$ cat src/design/etpc_pkg.sv
`timescale 1ns / 1ps
// ----------------------------------------------------------------------------
// Escape-time palette colour map: shared definitions
// Register indexes, datapath widths, the request record that travels down the
// divide row, and the two palette ROMs.
// ----------------------------------------------------------------------------
package etpc_pkg;

    localparam int CFG_ADDR_W = 3;
    localparam int CFG_DATA_W = 16;

    localparam logic [CFG_ADDR_W-1:0] REG_PALETTE_MODE      = 3'd0;
    localparam logic [CFG_ADDR_W-1:0] REG_CENTRE_WHITE      = 3'd1;
    localparam logic [CFG_ADDR_W-1:0] REG_MAX_ITERATIONS    = 3'd2;
    localparam logic [CFG_ADDR_W-1:0] REG_COLOUR_MULTIPLIER = 3'd3;
    localparam logic [CFG_ADDR_W-1:0] REG_COLOUR_OFFSET     = 3'd4;

    localparam logic [1:0] MODE_GREY    = 2'd0;
    localparam logic [1:0] MODE_RAINBOW = 2'd1;

    localparam logic [1:0]  RST_PALETTE_MODE      = 2'd0;
    localparam logic        RST_CENTRE_WHITE      = 1'b0;
    localparam logic [15:0] RST_MAX_ITERATIONS    = 16'd256;
    localparam logic [15:0] RST_COLOUR_MULTIPLIER = 16'd256;
    localparam logic [15:0] RST_COLOUR_OFFSET     = 16'd0;

    localparam int IN_W    = 32;
    localparam int PROD_W  = 48;
    localparam int FRAC_W  = 24;
    localparam int DIV_W   = 40;
    localparam int QUO_W   = 9;
    localparam int NCELLS  = 9;
    localparam int DIV_BASE_SHIFT = 16;
    localparam int IDX_W   = 25;

    // Multiple of both 7 and 16 that makes every palette index non-negative.
    localparam logic [IDX_W:0] IDX_BIAS = 26'd14680064;

    localparam logic [23:0] WHITE = 24'hFFFFFF;
    localparam logic [7:0]  LEVEL_MAX = 8'd255;

    typedef struct packed {
        logic              pos;
        logic              in_set;
        logic [PROD_W-1:0] prod;
        logic [DIV_W-1:0]  rem;
        logic [QUO_W-1:0]  quo;
    } div_item_t;

    function automatic logic [23:0] rainbow_rom(input logic [2:0] idx);
        logic [23:0] c;
        unique case (idx)
            3'd0:    c = 24'he81416;
            3'd1:    c = 24'hffa500;
            3'd2:    c = 24'hfaeb36;
            3'd3:    c = 24'h79c314;
            3'd4:    c = 24'h487de7;
            3'd5:    c = 24'h4b369d;
            3'd6:    c = 24'h70369d;
            default: c = 24'h000000;
        endcase
        return c;
    endfunction

    function automatic logic [23:0] bbw_rom(input logic [3:0] idx);
        logic [23:0] c;
        unique case (idx)
            4'd0:    c = 24'h0d0033;
            4'd1:    c = 24'h000043;
            4'd2:    c = 24'h062869;
            4'd3:    c = 24'h042596;
            4'd4:    c = 24'h1e56a7;
            4'd5:    c = 24'h2daac7;
            4'd6:    c = 24'h89c8f5;
            4'd7:    c = 24'hd6fbff;
            4'd8:    c = 24'hded8ae;
            4'd9:    c = 24'hffcb5a;
            4'd10:   c = 24'hf5af17;
            4'd11:   c = 24'hded8ac;
            4'd12:   c = 24'h935600;
            4'd13:   c = 24'h6f3608;
            4'd14:   c = 24'h3d1e11;
            4'd15:   c = 24'h1b081a;
            default: c = 24'h000000;
        endcase
        return c;
    endfunction

endpackage

$ cat src/design/etpc_div_cell.sv
`timescale 1ns / 1ps
// ----------------------------------------------------------------------------
// Divide cell
// One restoring step of the grey-level division: compares the remainder with
// the shifted divisor, subtracts on success and shifts in one quotient bit.
// ----------------------------------------------------------------------------
module etpc_div_cell #(
    parameter int SHIFT = 0
) (
    input  logic                 aclk,
    input  logic                 aresetn,
    input  logic [15:0]          max_iterations,
    input  logic                 in_valid,
    output logic                 in_ready,
    input  etpc_pkg::div_item_t  in_item,
    output logic                 out_valid,
    input  logic                 out_ready,
    output etpc_pkg::div_item_t  out_item
);

    localparam int W = etpc_pkg::DIV_W;
    localparam int Q = etpc_pkg::QUO_W;

    logic                valid_reg;
    etpc_pkg::div_item_t item_reg;
    etpc_pkg::div_item_t item_next;
    logic [W-1:0]        dsh;
    logic                ge;

    assign in_ready  = !valid_reg || out_ready;
    assign out_valid = valid_reg;
    assign out_item  = item_reg;

    always_comb begin
        dsh       = W'(max_iterations) << (etpc_pkg::DIV_BASE_SHIFT + SHIFT);
        ge        = in_item.rem >= dsh;
        item_next = in_item;
        if (ge) begin
            item_next.rem = in_item.rem - dsh;
        end
        item_next.quo = {in_item.quo[Q-2:0], ge};
    end

    always_ff @(posedge aclk) begin
        if (!aresetn) begin
            valid_reg <= 1'b0;
        end else if (in_ready) begin
            valid_reg <= in_valid;
        end
    end

    always_ff @(posedge aclk) begin
        if (in_ready) begin
            item_reg <= item_next;
        end
    end

endmodule

$ cat src/design/etpc_palette.sv
`timescale 1ns / 1ps
// ----------------------------------------------------------------------------
// Palette back end
// Forms the wrapped palette index, reads both ROM entries, interpolates each
// channel and selects the final colour in a six-stage pipeline.
// ----------------------------------------------------------------------------
module etpc_palette (
    input  logic                aclk,
    input  logic                aresetn,
    input  logic [1:0]          palette_mode,
    input  logic                centre_white,
    input  logic [15:0]         colour_offset,
    input  logic                in_valid,
    output logic                in_ready,
    input  etpc_pkg::div_item_t in_item,
    output logic                m_valid,
    input  logic                m_ready,
    output logic [23:0]         m_rgb_colour
);

    localparam int NST = 6;
    localparam int FW  = etpc_pkg::FRAC_W;
    localparam int PW  = etpc_pkg::PROD_W;
    localparam int IW  = etpc_pkg::IDX_W;

    logic [NST-1:0] v_reg;
    logic [NST:0]   rdy;

    logic [IW-1:0]  s1_u_reg;
    logic [FW-1:0]  s1_t_reg;
    logic [7:0]     s1_lvl_reg;
    logic           s1_inside_reg;

    logic [5:0]     s2_sum_reg;
    logic [3:0]     s2_i16_reg;
    logic [FW-1:0]  s2_t_reg;
    logic [7:0]     s2_lvl_reg;
    logic           s2_inside_reg;

    logic [3:0]     s3_i0_reg;
    logic [3:0]     s3_i1_reg;
    logic [FW-1:0]  s3_t_reg;
    logic [7:0]     s3_lvl_reg;
    logic           s3_inside_reg;

    logic [23:0]    s4_c0_reg;
    logic [23:0]    s4_c1_reg;
    logic [FW-1:0]  s4_t_reg;
    logic [7:0]     s4_lvl_reg;
    logic           s4_inside_reg;

    logic [23:0]        s5_a_reg;
    logic signed [33:0] s5_prod_reg [3];
    logic [7:0]         s5_lvl_reg;
    logic               s5_inside_reg;

    logic [23:0]    rgb_reg;

    logic [7:0]         lvl;
    logic signed [IW-1:0] idx;
    logic [IW:0]        u_full;
    logic [5:0]         sum;
    logic [3:0]         fold;
    logic [2:0]         r7;
    logic [3:0]         i0;
    logic [3:0]         i1;
    logic [23:0]        c0;
    logic [23:0]        c1;
    logic signed [33:0] prod_next [3];
    logic [23:0]        lerp;
    logic [23:0]        rgb_next;

    assign rdy[NST] = m_ready;
    for (genvar k = 0; k < NST; k++) begin : g_rdy
        assign rdy[k] = !v_reg[k] || rdy[k+1];
    end

    assign in_ready     = rdy[0];
    assign m_valid      = v_reg[NST-1];
    assign m_rgb_colour = rgb_reg;

    always_ff @(posedge aclk) begin
        if (!aresetn) begin
            v_reg <= '0;
        end else begin
            if (rdy[0]) begin
                v_reg[0] <= in_valid;
            end
            for (int k = 1; k < NST; k++) begin
                if (rdy[k]) begin
                    v_reg[k] <= v_reg[k-1];
                end
            end
        end
    end

    always_comb begin
        if (!in_item.pos) begin
            lvl = '0;
        end else if (in_item.quo[etpc_pkg::QUO_W-1]) begin
            lvl = etpc_pkg::LEVEL_MAX;
        end else begin
            lvl = in_item.quo[7:0];
        end
        idx = IW'($signed(in_item.prod[PW-1:FW])) + IW'($signed(colour_offset));
        u_full = $unsigned($signed({idx[IW-1], idx}) + $signed(etpc_pkg::IDX_BIAS));
    end

    // Eight is one more than seven, so the octal digits keep the value mod 7.
    always_comb begin
        sum = 6'(s1_u_reg[IW-1]);
        for (int i = 0; i < 8; i++) begin
            sum = sum + 6'(s1_u_reg[3*i +: 3]);
        end
    end

    always_comb begin
        fold = 4'(s2_sum_reg[5:3]) + 4'(s2_sum_reg[2:0]);
        if (fold >= 4'd14) begin
            r7 = 3'(fold - 4'd14);
        end else if (fold >= 4'd7) begin
            r7 = 3'(fold - 4'd7);
        end else begin
            r7 = fold[2:0];
        end
        if (palette_mode[1]) begin
            i0 = s2_i16_reg;
            i1 = s2_i16_reg + 4'd1;
        end else begin
            i0 = {1'b0, r7};
            i1 = (r7 == 3'd6) ? 4'd0 : {1'b0, r7 + 3'd1};
        end
    end

    always_comb begin
        if (palette_mode[1]) begin
            c0 = etpc_pkg::bbw_rom(s3_i0_reg);
            c1 = etpc_pkg::bbw_rom(s3_i1_reg);
        end else begin
            c0 = etpc_pkg::rainbow_rom(s3_i0_reg[2:0]);
            c1 = etpc_pkg::rainbow_rom(s3_i1_reg[2:0]);
        end
    end

    always_comb begin
        logic signed [8:0] d;
        for (int ch = 0; ch < 3; ch++) begin
            d = $signed({1'b0, s4_c1_reg[8*ch +: 8]}) - $signed({1'b0, s4_c0_reg[8*ch +: 8]});
            prod_next[ch] = $signed({1'b0, s4_t_reg}) * d;
        end
    end

    always_comb begin
        logic [9:0] val;
        for (int ch = 0; ch < 3; ch++) begin
            val = {2'b00, s5_a_reg[8*ch +: 8]} + $unsigned(s5_prod_reg[ch][33:FW]);
            lerp[8*ch +: 8] = val[7:0];
        end
        if (s5_inside_reg) begin
            rgb_next = centre_white ? etpc_pkg::WHITE : '0;
        end else if (palette_mode == etpc_pkg::MODE_GREY) begin
            rgb_next = {s5_lvl_reg, s5_lvl_reg, s5_lvl_reg};
        end else begin
            rgb_next = lerp;
        end
    end

    always_ff @(posedge aclk) begin
        if (rdy[0]) begin
            s1_u_reg      <= u_full[IW-1:0];
            s1_t_reg      <= in_item.prod[FW-1:0];
            s1_lvl_reg    <= lvl;
            s1_inside_reg <= in_item.in_set;
        end
        if (rdy[1]) begin
            s2_sum_reg    <= sum;
            s2_i16_reg    <= s1_u_reg[3:0];
            s2_t_reg      <= s1_t_reg;
            s2_lvl_reg    <= s1_lvl_reg;
            s2_inside_reg <= s1_inside_reg;
        end
        if (rdy[2]) begin
            s3_i0_reg     <= i0;
            s3_i1_reg     <= i1;
            s3_t_reg      <= s2_t_reg;
            s3_lvl_reg    <= s2_lvl_reg;
            s3_inside_reg <= s2_inside_reg;
        end
        if (rdy[3]) begin
            s4_c0_reg     <= c0;
            s4_c1_reg     <= c1;
            s4_t_reg      <= s3_t_reg;
            s4_lvl_reg    <= s3_lvl_reg;
            s4_inside_reg <= s3_inside_reg;
        end
        if (rdy[4]) begin
            s5_a_reg      <= s4_c0_reg;
            s5_prod_reg   <= prod_next;
            s5_lvl_reg    <= s4_lvl_reg;
            s5_inside_reg <= s4_inside_reg;
        end
        if (rdy[5]) begin
            rgb_reg <= rgb_next;
        end
    end

endmodule

$ cat src/design/escape_time_palette_colour_map.sv
`timescale 1ns / 1ps
// ----------------------------------------------------------------------------
// Escape-time palette colour map
// Turns one escape-time result per pixel into a 24-bit RGB colour, either a
// grey level, an interpolated palette colour, or black or white inside the set.
// ----------------------------------------------------------------------------
// The block takes one request per clock while the output is not stalled. Each
// request passes 16 register stages: one for the input multiply, nine for the
// row of divide cells that forms the grey level one quotient bit per cell, and
// six for the palette index, ROM read, interpolation and output register. A
// stalled output holds the pipeline back stage by stage, so bubbles are
// squeezed out before the input side is stopped.
module escape_time_palette_colour_map (
    input  logic                               aclk,
    input  logic                               aresetn,
    input  logic                               s_valid,
    output logic                               s_ready,
    input  logic                               s_inside_set,
    input  logic signed [31:0]                 s_smooth_iters,
    output logic                               m_valid,
    input  logic                               m_ready,
    output logic [23:0]                        m_rgb_colour,
    input  logic                               cfg_valid,
    output logic                               cfg_ready,
    input  logic [etpc_pkg::CFG_ADDR_W-1:0]    cfg_addr,
    input  logic [etpc_pkg::CFG_DATA_W-1:0]    cfg_data
);

    localparam int NC = etpc_pkg::NCELLS;
    localparam int DW = etpc_pkg::DIV_W;
    localparam int PW = etpc_pkg::PROD_W;

    logic [1:0]  palette_mode_reg;
    logic        centre_white_reg;
    logic [15:0] max_iterations_reg;
    logic [15:0] colour_multiplier_reg;
    logic [15:0] colour_offset_reg;

    logic                front_valid_reg;
    etpc_pkg::div_item_t front_item_reg;
    etpc_pkg::div_item_t front_next;
    logic signed [48:0]  prod_full;

    logic                link_valid [NC+1];
    logic                link_ready [NC+1];
    etpc_pkg::div_item_t link_item  [NC+1];

    assign cfg_ready = 1'b1;

    always_ff @(posedge aclk) begin
        if (!aresetn) begin
            palette_mode_reg      <= etpc_pkg::RST_PALETTE_MODE;
            centre_white_reg      <= etpc_pkg::RST_CENTRE_WHITE;
            max_iterations_reg    <= etpc_pkg::RST_MAX_ITERATIONS;
            colour_multiplier_reg <= etpc_pkg::RST_COLOUR_MULTIPLIER;
            colour_offset_reg     <= etpc_pkg::RST_COLOUR_OFFSET;
        end else if (cfg_valid) begin
            unique case (cfg_addr)
                etpc_pkg::REG_PALETTE_MODE:      palette_mode_reg      <= cfg_data[1:0];
                etpc_pkg::REG_CENTRE_WHITE:      centre_white_reg      <= cfg_data[0];
                etpc_pkg::REG_MAX_ITERATIONS:    max_iterations_reg    <= cfg_data;
                etpc_pkg::REG_COLOUR_MULTIPLIER: colour_multiplier_reg <= cfg_data;
                etpc_pkg::REG_COLOUR_OFFSET:     colour_offset_reg     <= cfg_data;
                default: ;
            endcase
        end
    end

    assign s_ready = !front_valid_reg || link_ready[0];

    always_comb begin
        prod_full         = s_smooth_iters * $signed({1'b0, colour_multiplier_reg});
        front_next.pos    = !s_smooth_iters[31] && (s_smooth_iters != '0);
        front_next.in_set = s_inside_set;
        front_next.prod   = prod_full[PW-1:0];
        front_next.quo    = '0;
        if (front_next.pos) begin
            front_next.rem = DW'({s_smooth_iters[30:0], 8'd0}) - DW'(s_smooth_iters[30:0]);
        end else begin
            front_next.rem = '0;
        end
    end

    always_ff @(posedge aclk) begin
        if (!aresetn) begin
            front_valid_reg <= 1'b0;
        end else if (s_ready) begin
            front_valid_reg <= s_valid;
        end
    end

    always_ff @(posedge aclk) begin
        if (s_ready) begin
            front_item_reg <= front_next;
        end
    end

    assign link_valid[0] = front_valid_reg;
    assign link_item[0]  = front_item_reg;

    for (genvar k = 0; k < NC; k++) begin : g_cell
        etpc_div_cell #(
            .SHIFT(NC - 1 - k)
        ) u_cell (
            .aclk           (aclk),
            .aresetn        (aresetn),
            .max_iterations (max_iterations_reg),
            .in_valid       (link_valid[k]),
            .in_ready       (link_ready[k]),
            .in_item        (link_item[k]),
            .out_valid      (link_valid[k+1]),
            .out_ready      (link_ready[k+1]),
            .out_item       (link_item[k+1])
        );
    end

    etpc_palette u_palette (
        .aclk          (aclk),
        .aresetn       (aresetn),
        .palette_mode  (palette_mode_reg),
        .centre_white  (centre_white_reg),
        .colour_offset (colour_offset_reg),
        .in_valid      (link_valid[NC]),
        .in_ready      (link_ready[NC]),
        .in_item       (link_item[NC]),
        .m_valid       (m_valid),
        .m_ready       (m_ready),
        .m_rgb_colour  (m_rgb_colour)
    );

endmodule

$ cat config.mk
export PLATFORM = sky130hd
export DESIGN_NAME = escape_time_palette_colour_map
export DESIGN_NICKNAME = d
export VERILOG_FILES = /design/src/design/etpc_pkg.sv /design/src/design/etpc_div_cell.sv /design/src/design/etpc_palette.sv /design/src/design/escape_time_palette_colour_map.sv
export SDC_FILE = /design/constraint.sdc
export NUM_CORES = 2
export LEC_CHECK = 0
export ABC_AREA = 1
export BUFFER_PORTS_ARGS = -buffer_cell sky130_fd_sc_hd__buf_2
export CAP_MARGIN = 20
export CORE_ASPECT_RATIO = 2
export CORE_MARGIN = 4
export CORE_UTILIZATION = 60
export DETAILED_ROUTE_END_ITERATION = 8
export PLACE_DENSITY = 0.75
export RECOVER_POWER = 25
export SLEW_MARGIN = 40
export SYNTH_ARGS = -nofsm -noshare
export SYNTH_HDL_FRONTEND = slang
export SYNTH_SLANG_ARGS = --single-unit
export TNS_END_PERCENT = 1
$ cat constraint.sdc
create_clock -name aclk -period 13.7 [get_ports aclk]
set_input_delay 1.37 -clock aclk [delete_from_list [all_inputs] [get_ports aclk]]
set_output_delay 1.37 -clock aclk [all_outputs]
set_load 0.02 [all_outputs]
# Word level (Yosys, flattened, before mapping)
# Memories as Yosys holds them, arrays and structs flattened. A register that Yosys moved wholly into a read port is not among the register bits.
# Index checks and enable logic that the tools add are counted.
[op_classes]
add_sub_neg = 30
n_mul = 4
order_cmp = 11
n_eq_ne = 17
muxes = 22
n_reduce_logical = 44
[op_table]
columns = ["operator", "n"]
rows = [
  ["$pmux W24 S7", 2],
  ["$mux W40", 8],
  ["$mux W24", 5],
  ["$mul A25 B9 Y32", 3],
  ["$mul A32 B17 Y48", 1],
  ["$add A6 B3 Y6", 7],
  ["$ge A40 B32 Y1", 1],
  ["$ge A40 B33 Y1", 1],
  ["$ge A40 B34 Y1", 1],
  ["$ge A40 B35 Y1", 1],
  ["$ge A40 B36 Y1", 1],
  ["$ge A40 B37 Y1", 1],
  ["$ge A40 B38 Y1", 1],
  ["$ge A40 B39 Y1", 1],
  ["$ge A40 B40 Y1", 1],
  ["$sub A39 B31 Y40", 1],
  ["$sub A40 B33 Y40", 1],
  ["$sub A40 B34 Y40", 1],
  ["$sub A40 B35 Y40", 1],
  ["$sub A40 B36 Y40", 1],
  ["$sub A40 B37 Y40", 1],
  ["$sub A40 B38 Y40", 1],
  ["$sub A40 B39 Y40", 1],
  ["$sub A40 B40 Y40", 1],
  ["other kinds (24)", 84],
]
[totals]
reg_bits = 1348
mem_bits_ro = 768
input_bits = 57
output_inout_bits = 27
n_memories = 2
[memory_table]
columns = ["memory", "words", "width", "rd", "rd_clocked_by_memory_dff", "wr", "line", "source"]
rows = [
  ["(no name shown)", 16, 24, 1, 0, 0, "etpc_pkg.sv:67", "unique case (idx)"],
  ["(no name shown)", 16, 24, 1, 1, 0, "etpc_pkg.sv:67", ""],
]

# Longest topological paths before layout
[depth]
word_depth = 17
depth_mapped = 34
depth_no_buf = 33

# Modules after synthesis
# Synthesis repeated with hierarchy kept, for this count alone.
[unflattened]
cells_unflattened = 11805
hier_area_um2 = 105520.0
[modules_own_cells]
columns = ["mod", "instances", "cells_per_inst", "area_each_um2", "seq_area_each_um2"]
rows = [
  ["etpc_palette", 1, 4033, 35570.4, 9248.9],
  ["escape_time_palette_colour_map", 1, 3663, 27033.4, 3743.6],
  ["etpc_div_cell (g_cell[7].u_cell)", 1, 509, 5037.3, 2992.9],
  ["etpc_div_cell (g_cell[6].u_cell)", 1, 468, 4954.8, 2992.9],
  ["etpc_div_cell (g_cell[8].u_cell)", 1, 493, 4877.2, 2992.9],
  ["etpc_div_cell (g_cell[5].u_cell)", 1, 482, 4795.8, 2992.9],
  ["etpc_div_cell (g_cell[2].u_cell)", 1, 420, 4718.3, 2992.9],
  ["etpc_div_cell (g_cell[1].u_cell)", 1, 441, 4708.3, 2992.9],
  ["etpc_div_cell (g_cell[3].u_cell)", 1, 446, 4708.3, 2992.9],
  ["etpc_div_cell (g_cell[4].u_cell)", 1, 452, 4679.5, 2992.9],
  ["etpc_div_cell (g_cell[0].u_cell)", 1, 398, 4436.8, 2992.9],
]

# Worst setup path before layout
# Ideal clock, no wire load.
[synth_timing]
path_kind = "input to output"
startpoint = "in m_ready"
endpoint = "out s_ready"
t_arrival_ns = 9.199
required_time_ns = 12.330
setup_slack_ns = 3.131
cell_stages = 8
path_buffers = 0
cell_sequence = "inv_1 > nand4_2 > nor3_2 > nand4_2 > nor2_4 > nand4_4 > nor2_4 > nand4_2"
[synth_between]
elab_chain_cells = 16
[synth_lines]
columns = ["item", "line", "source"]
rows = [
  ["start: declaration", "escape_time_palette_colour_map.sv:21", "input logic m_ready,"],
  ["$logic_or A1 B1 Y1 (3 in series)", "etpc_palette.sv:75", "assign rdy[k] = !v_reg[k] || rdy[k+1];"],
  ["named net u_palette.rdy[3]", "etpc_palette.sv:27", "logic [NST:0] rdy;"],
  ["$logic_or A1 B1 Y1 (3 in series)", "etpc_palette.sv:75", ""],
  ["$logic_or A1 B1 Y1 (2 in series)", "etpc_div_cell.sv:30", "assign in_ready = !valid_reg || out_ready;"],
  ["named net g_cell[6].u_cell.out_ready", "etpc_div_cell.sv:17", "input logic out_ready,"],
  ["$logic_or A1 B1 Y1 (4 in series)", "etpc_div_cell.sv:30", ""],
  ["named net g_cell[2].u_cell.out_ready", "etpc_div_cell.sv:17", ""],
  ["$logic_or A1 B1 Y1 (3 in series)", "etpc_div_cell.sv:30", ""],
  ["$logic_or A1 B1 Y1", "escape_time_palette_colour_map.sv:69", "assign s_ready = !front_valid_reg || link_ready[0];"],
  ["end: declaration", "escape_time_palette_colour_map.sv:17", "output logic s_ready,"],
]
# The timed path passes the listed nets, and every way through them passes these cells.

==> results.md <==
* Result of the run: finished, final reports clean
* Uppermost signal routing layer after detailed routing: met5
* Number of gates resized after cts at 0
* Cell area after synthesis at 94800 um2
* Endpoints failing hold at 0
* Number of placement rows at 206
* Worst slew slack as a fraction of its limit at between 30% and 40%
* Grt total ovfl at 0
* Fill cell count at about 13000
* Commonest non-fill, non-tap cells in the layout: 1795 x sky130_fd_sc_hd__nand2_1, 1649 x sky130_fd_sc_hd__inv_1, 1209 x sky130_fd_sc_hd__edfxtp_1
* Arrival time reported for the critical path endpoint at 8340 ps
* Data required time at the worst endpoint at 14250 ps
* Input/output buffers at 82
* Mean Syn Cell Area at 9.97 um2
* CTS H-tree lvls at 3
* Critical path launch point: s_smooth_iters[18]
* TritonRoute pass-1 iters at 6
* Reg clk slew, reported paths at 70 ps
* Cell type contributing the most total cell area after synthesis: sky130_fd_sc_hd__edfxtp_1
* DRC marker count from the first detailed-route iteration at 4591
* Routed length per instance at 25.7 um
* Final ANT Viol Nets at 0
* Y dimension of the die at 570 um
* Part of the Yosys area used for sequential elements at 39.7%
* Start-to-end type of the worst setup path: input pin to flop
* Post-Syn Instances at 9510
* Share of the clock period used by the worst path after layout at 56.9%
* Vias after detailed routing at 68800
* Number of maximum-capacitance constraint violations at 0
* Most prevalent standard cell on the critical path: sky130_fd_sc_hd__fa_1
* Yosys top cell area share at around two fifths
* Wire length on met1 at 81.7 mm
* Slack of the worst reg-to-reg path at 5980 ps
* Initial core utilization at 60.3%
* Final Core Density at 64.4%
* Final #Nets at approximately 11000
* Capturing point of the worst reg2reg path: u_palette.s5_prod_reg[60]
* Most common cell after layout, fill and taps aside: sky130_fd_sc_hd__nand2_1
* Worst hold margin at 381 ps
* Number of synthesized flops with an enable pin at 1209
* Layout overhead on the synthesized area at 6.80%
* Number of global-route vias before repair at 74100
* Routed wl met2 at 156 mm
* Number of CTS-inserted buffers at roughly 110
* Floorplan die width at 289 um
* Die area at 165000 um2
* Clock tree from TritonCTS: done
* Share of the synthesized area in compound gates (AO/OA/AOI/OAI) at 7.06%
* Setup violators final at 0
* Syn_nets at 11200
* Async S/R FF share, synth at 0%
* Number of standard cells in the layout, taps in and fillers out at 11700
* Ports at between 80 and 90
* Number of placed cells counting well taps at around 11000
* Highest-delay cell along the critical path: sky130_fd_sc_hd__fa_1
* Later-pin clock latency in the skew report at ~760 ps
* Share of the synthesized netlist area taken by xor and xnor gates at 2.31%
* Maximum clock path buffer count at 3
* Reg-to-reg startpoint: u_palette.s4_c0_reg[8]
* Yosys reg bits at approximately 1300
* Maximum single-stage delay on the critical path at roughly 690 ps
* Unrepaired setup endpoints after global routing: false
* Slew Limit Fails at 0
* Maximum number of pins on one net before global-route repair at 67
* Remaining DRCs at 0
* Final setup skew at around 89 ps
* Antenna violations before repair at 38
* Setup crit end kind: flop
* Count of different cell masters after synthesis at 70
* Overall routing resource usage at 37.3%
* Total half-perimeter wirelength after legalization and detailed placement at between 200 and 250 mm
* Setup TNS at 0 ps
* Global placement routability congestion at about 1.0
* Upper clock frequency limit at 0.128 GHz
* Detailed route wirelength on metal3 at 19.5 mm
* Final min period at 7790 ps
* Largest family of logic cells by synthesized area: adder cells
* Transition time at the pin with the least slew margin at 930 ps
* Number of cells traversed by the worst register-to-register path at 29
* Root cell of the clock tree: sky130_fd_sc_hd__clkbuf_16
* Postcts setup bufs at 0
* Adder and majority cell fraction of the synthesized area at between 20 and 30%
* Overall routed net length at 301 mm
* Predominant post-synthesis flop cell: sky130_fd_sc_hd__edfxtp_1
* Critical Path End: front_item_reg[86]
* Crit path launch type: input pin
* Max reg flops at 815
* Basic-gate share of the synthesized area counting and, or, nand and nor cells at 13.9%
* Global-route wire length before repair at 444 mm
* Ranking of synthesized cells by area: sky130_fd_sc_hd__edfxtp_1 38%, sky130_fd_sc_hd__fa_1 21%, sky130_fd_sc_hd__ha_1 8.2%
* Hold crit path type: flop to flop
* Routed vias/inst at 5.89
* Number of hold buffers added after CTS at 0
* Cell chain of the critical path: buf_2 > nand2_1 > fa_1 > inv_1 > fa_1 > fa_1 > inv_1 > fa_1 > fa_1 > fa_1 > inv_1 > ha_1 > nand2_1 > nor2_1 > nand2_1 > nor2_1 > nand3_1 > nand3_1 > xor2_1
* Crit path max fanout at 19
* Number of warning messages in the yosys log at 0
* Ratio of cells with drive above 1 in the final layout at 5.73%
* Area inside the core boundary at 157000 um2
* Mux contribution to synthesized area at 0%
* CTS sink cnt at 1276
==> area by class of cell <==
class	instances	area [um2]	share of cell area (%)
antenna	25	62.6	0.0618
inverter	1698	6390	6.31
sequential	1276	37600	37.2
tap	2080	2600	2.57
multi-input combinational	6230	49600	49.0
timing repair buffer	174	1190	1.17
clock inverter	78	1010	1.00
clock buffer	121	2750	2.72
==> metrics by stage <==
stage | cell area (um2) | setup WS [ps]
final | 101000 | 5910
after global routing | 101000 | 5730
after CTS | 101000 | 6120
after detailed placement | 97300 | 5320
after global placement | 97100 | 4860
after floorplan | 94800 | 3130
==> Yosys cell counts, drive strengths merged (2+ instances only) <==
cell type and count:
nand4 74, buf 77, o31ai 13, nand2 1823
a21oi 456, dfxtp 67, o22ai 3, clkinv 2
nand3 182, nor3 79, a21boi 16, a31o 2
and3 4, a221oi 7, o21bai 23, nor4 71
a311oi 2, xor2 149, nor2 931, and2 8
o221ai 8, o32a 3, edfxtp 1209, ha 620
a211oi 9, a21o 55, fa 979, o2111ai 3
o21a 25, o21ai 458, xnor2 99, nand3b 12
or2 26, inv 1696, clkbuf 229, a31oi 55
o311ai 4, o211ai 25
==> metal layers <==
metal | up-vias | track usage (%)
li1 | 30500 | -
met1 | 33500 | 31.2
met2 | 3026 | 66.9
met3 | 1661 | 8.62
met4 | 26 | 40.5
met5 | - | 0
==> logic make-up after synthesis <==
logic type               count (synthesis)
adder cells (fa/ha/maj)               1599
buffers and inverters                 2004
XOR/XNOR                               248
AO/OA/AOI/OAI                         1170
AND/OR/NAND/NOR                       3212
other                                    1
flip-flops                            1276
==> worst min path at each step <==
stage                           startpoint                       endpoint  slack (ps)  cells after the start
detailed placement      front_item_reg[82]  g_cell[0].u_cell.out_item[82]         400                      0
global route        u_palette.s3_t_reg[17]         u_palette.s4_t_reg[17]         380                      0
floorplan               front_item_reg[49]  g_cell[0].u_cell.out_item[49]         400                      0
CTS                 u_palette.s3_t_reg[17]         u_palette.s4_t_reg[17]         360                      0
finish              u_palette.s3_t_reg[17]         u_palette.s4_t_reg[17]         380                      0
global placement     u_palette.s3_t_reg[1]          u_palette.s4_t_reg[1]         400                      0
==> worst max-delay path, delay by kind of cell <==
family                   cells  cell delay [ps]
adder cells (fa/ha/maj)      7             3620
buffers and inverters        4              690
AND/OR/NAND/NOR              7             2360
XOR/XNOR                     1              260
Power is left out: the tool's default activity adds up to more than one toggle a clock period on the data nets, which glitch-free logic cannot reach.
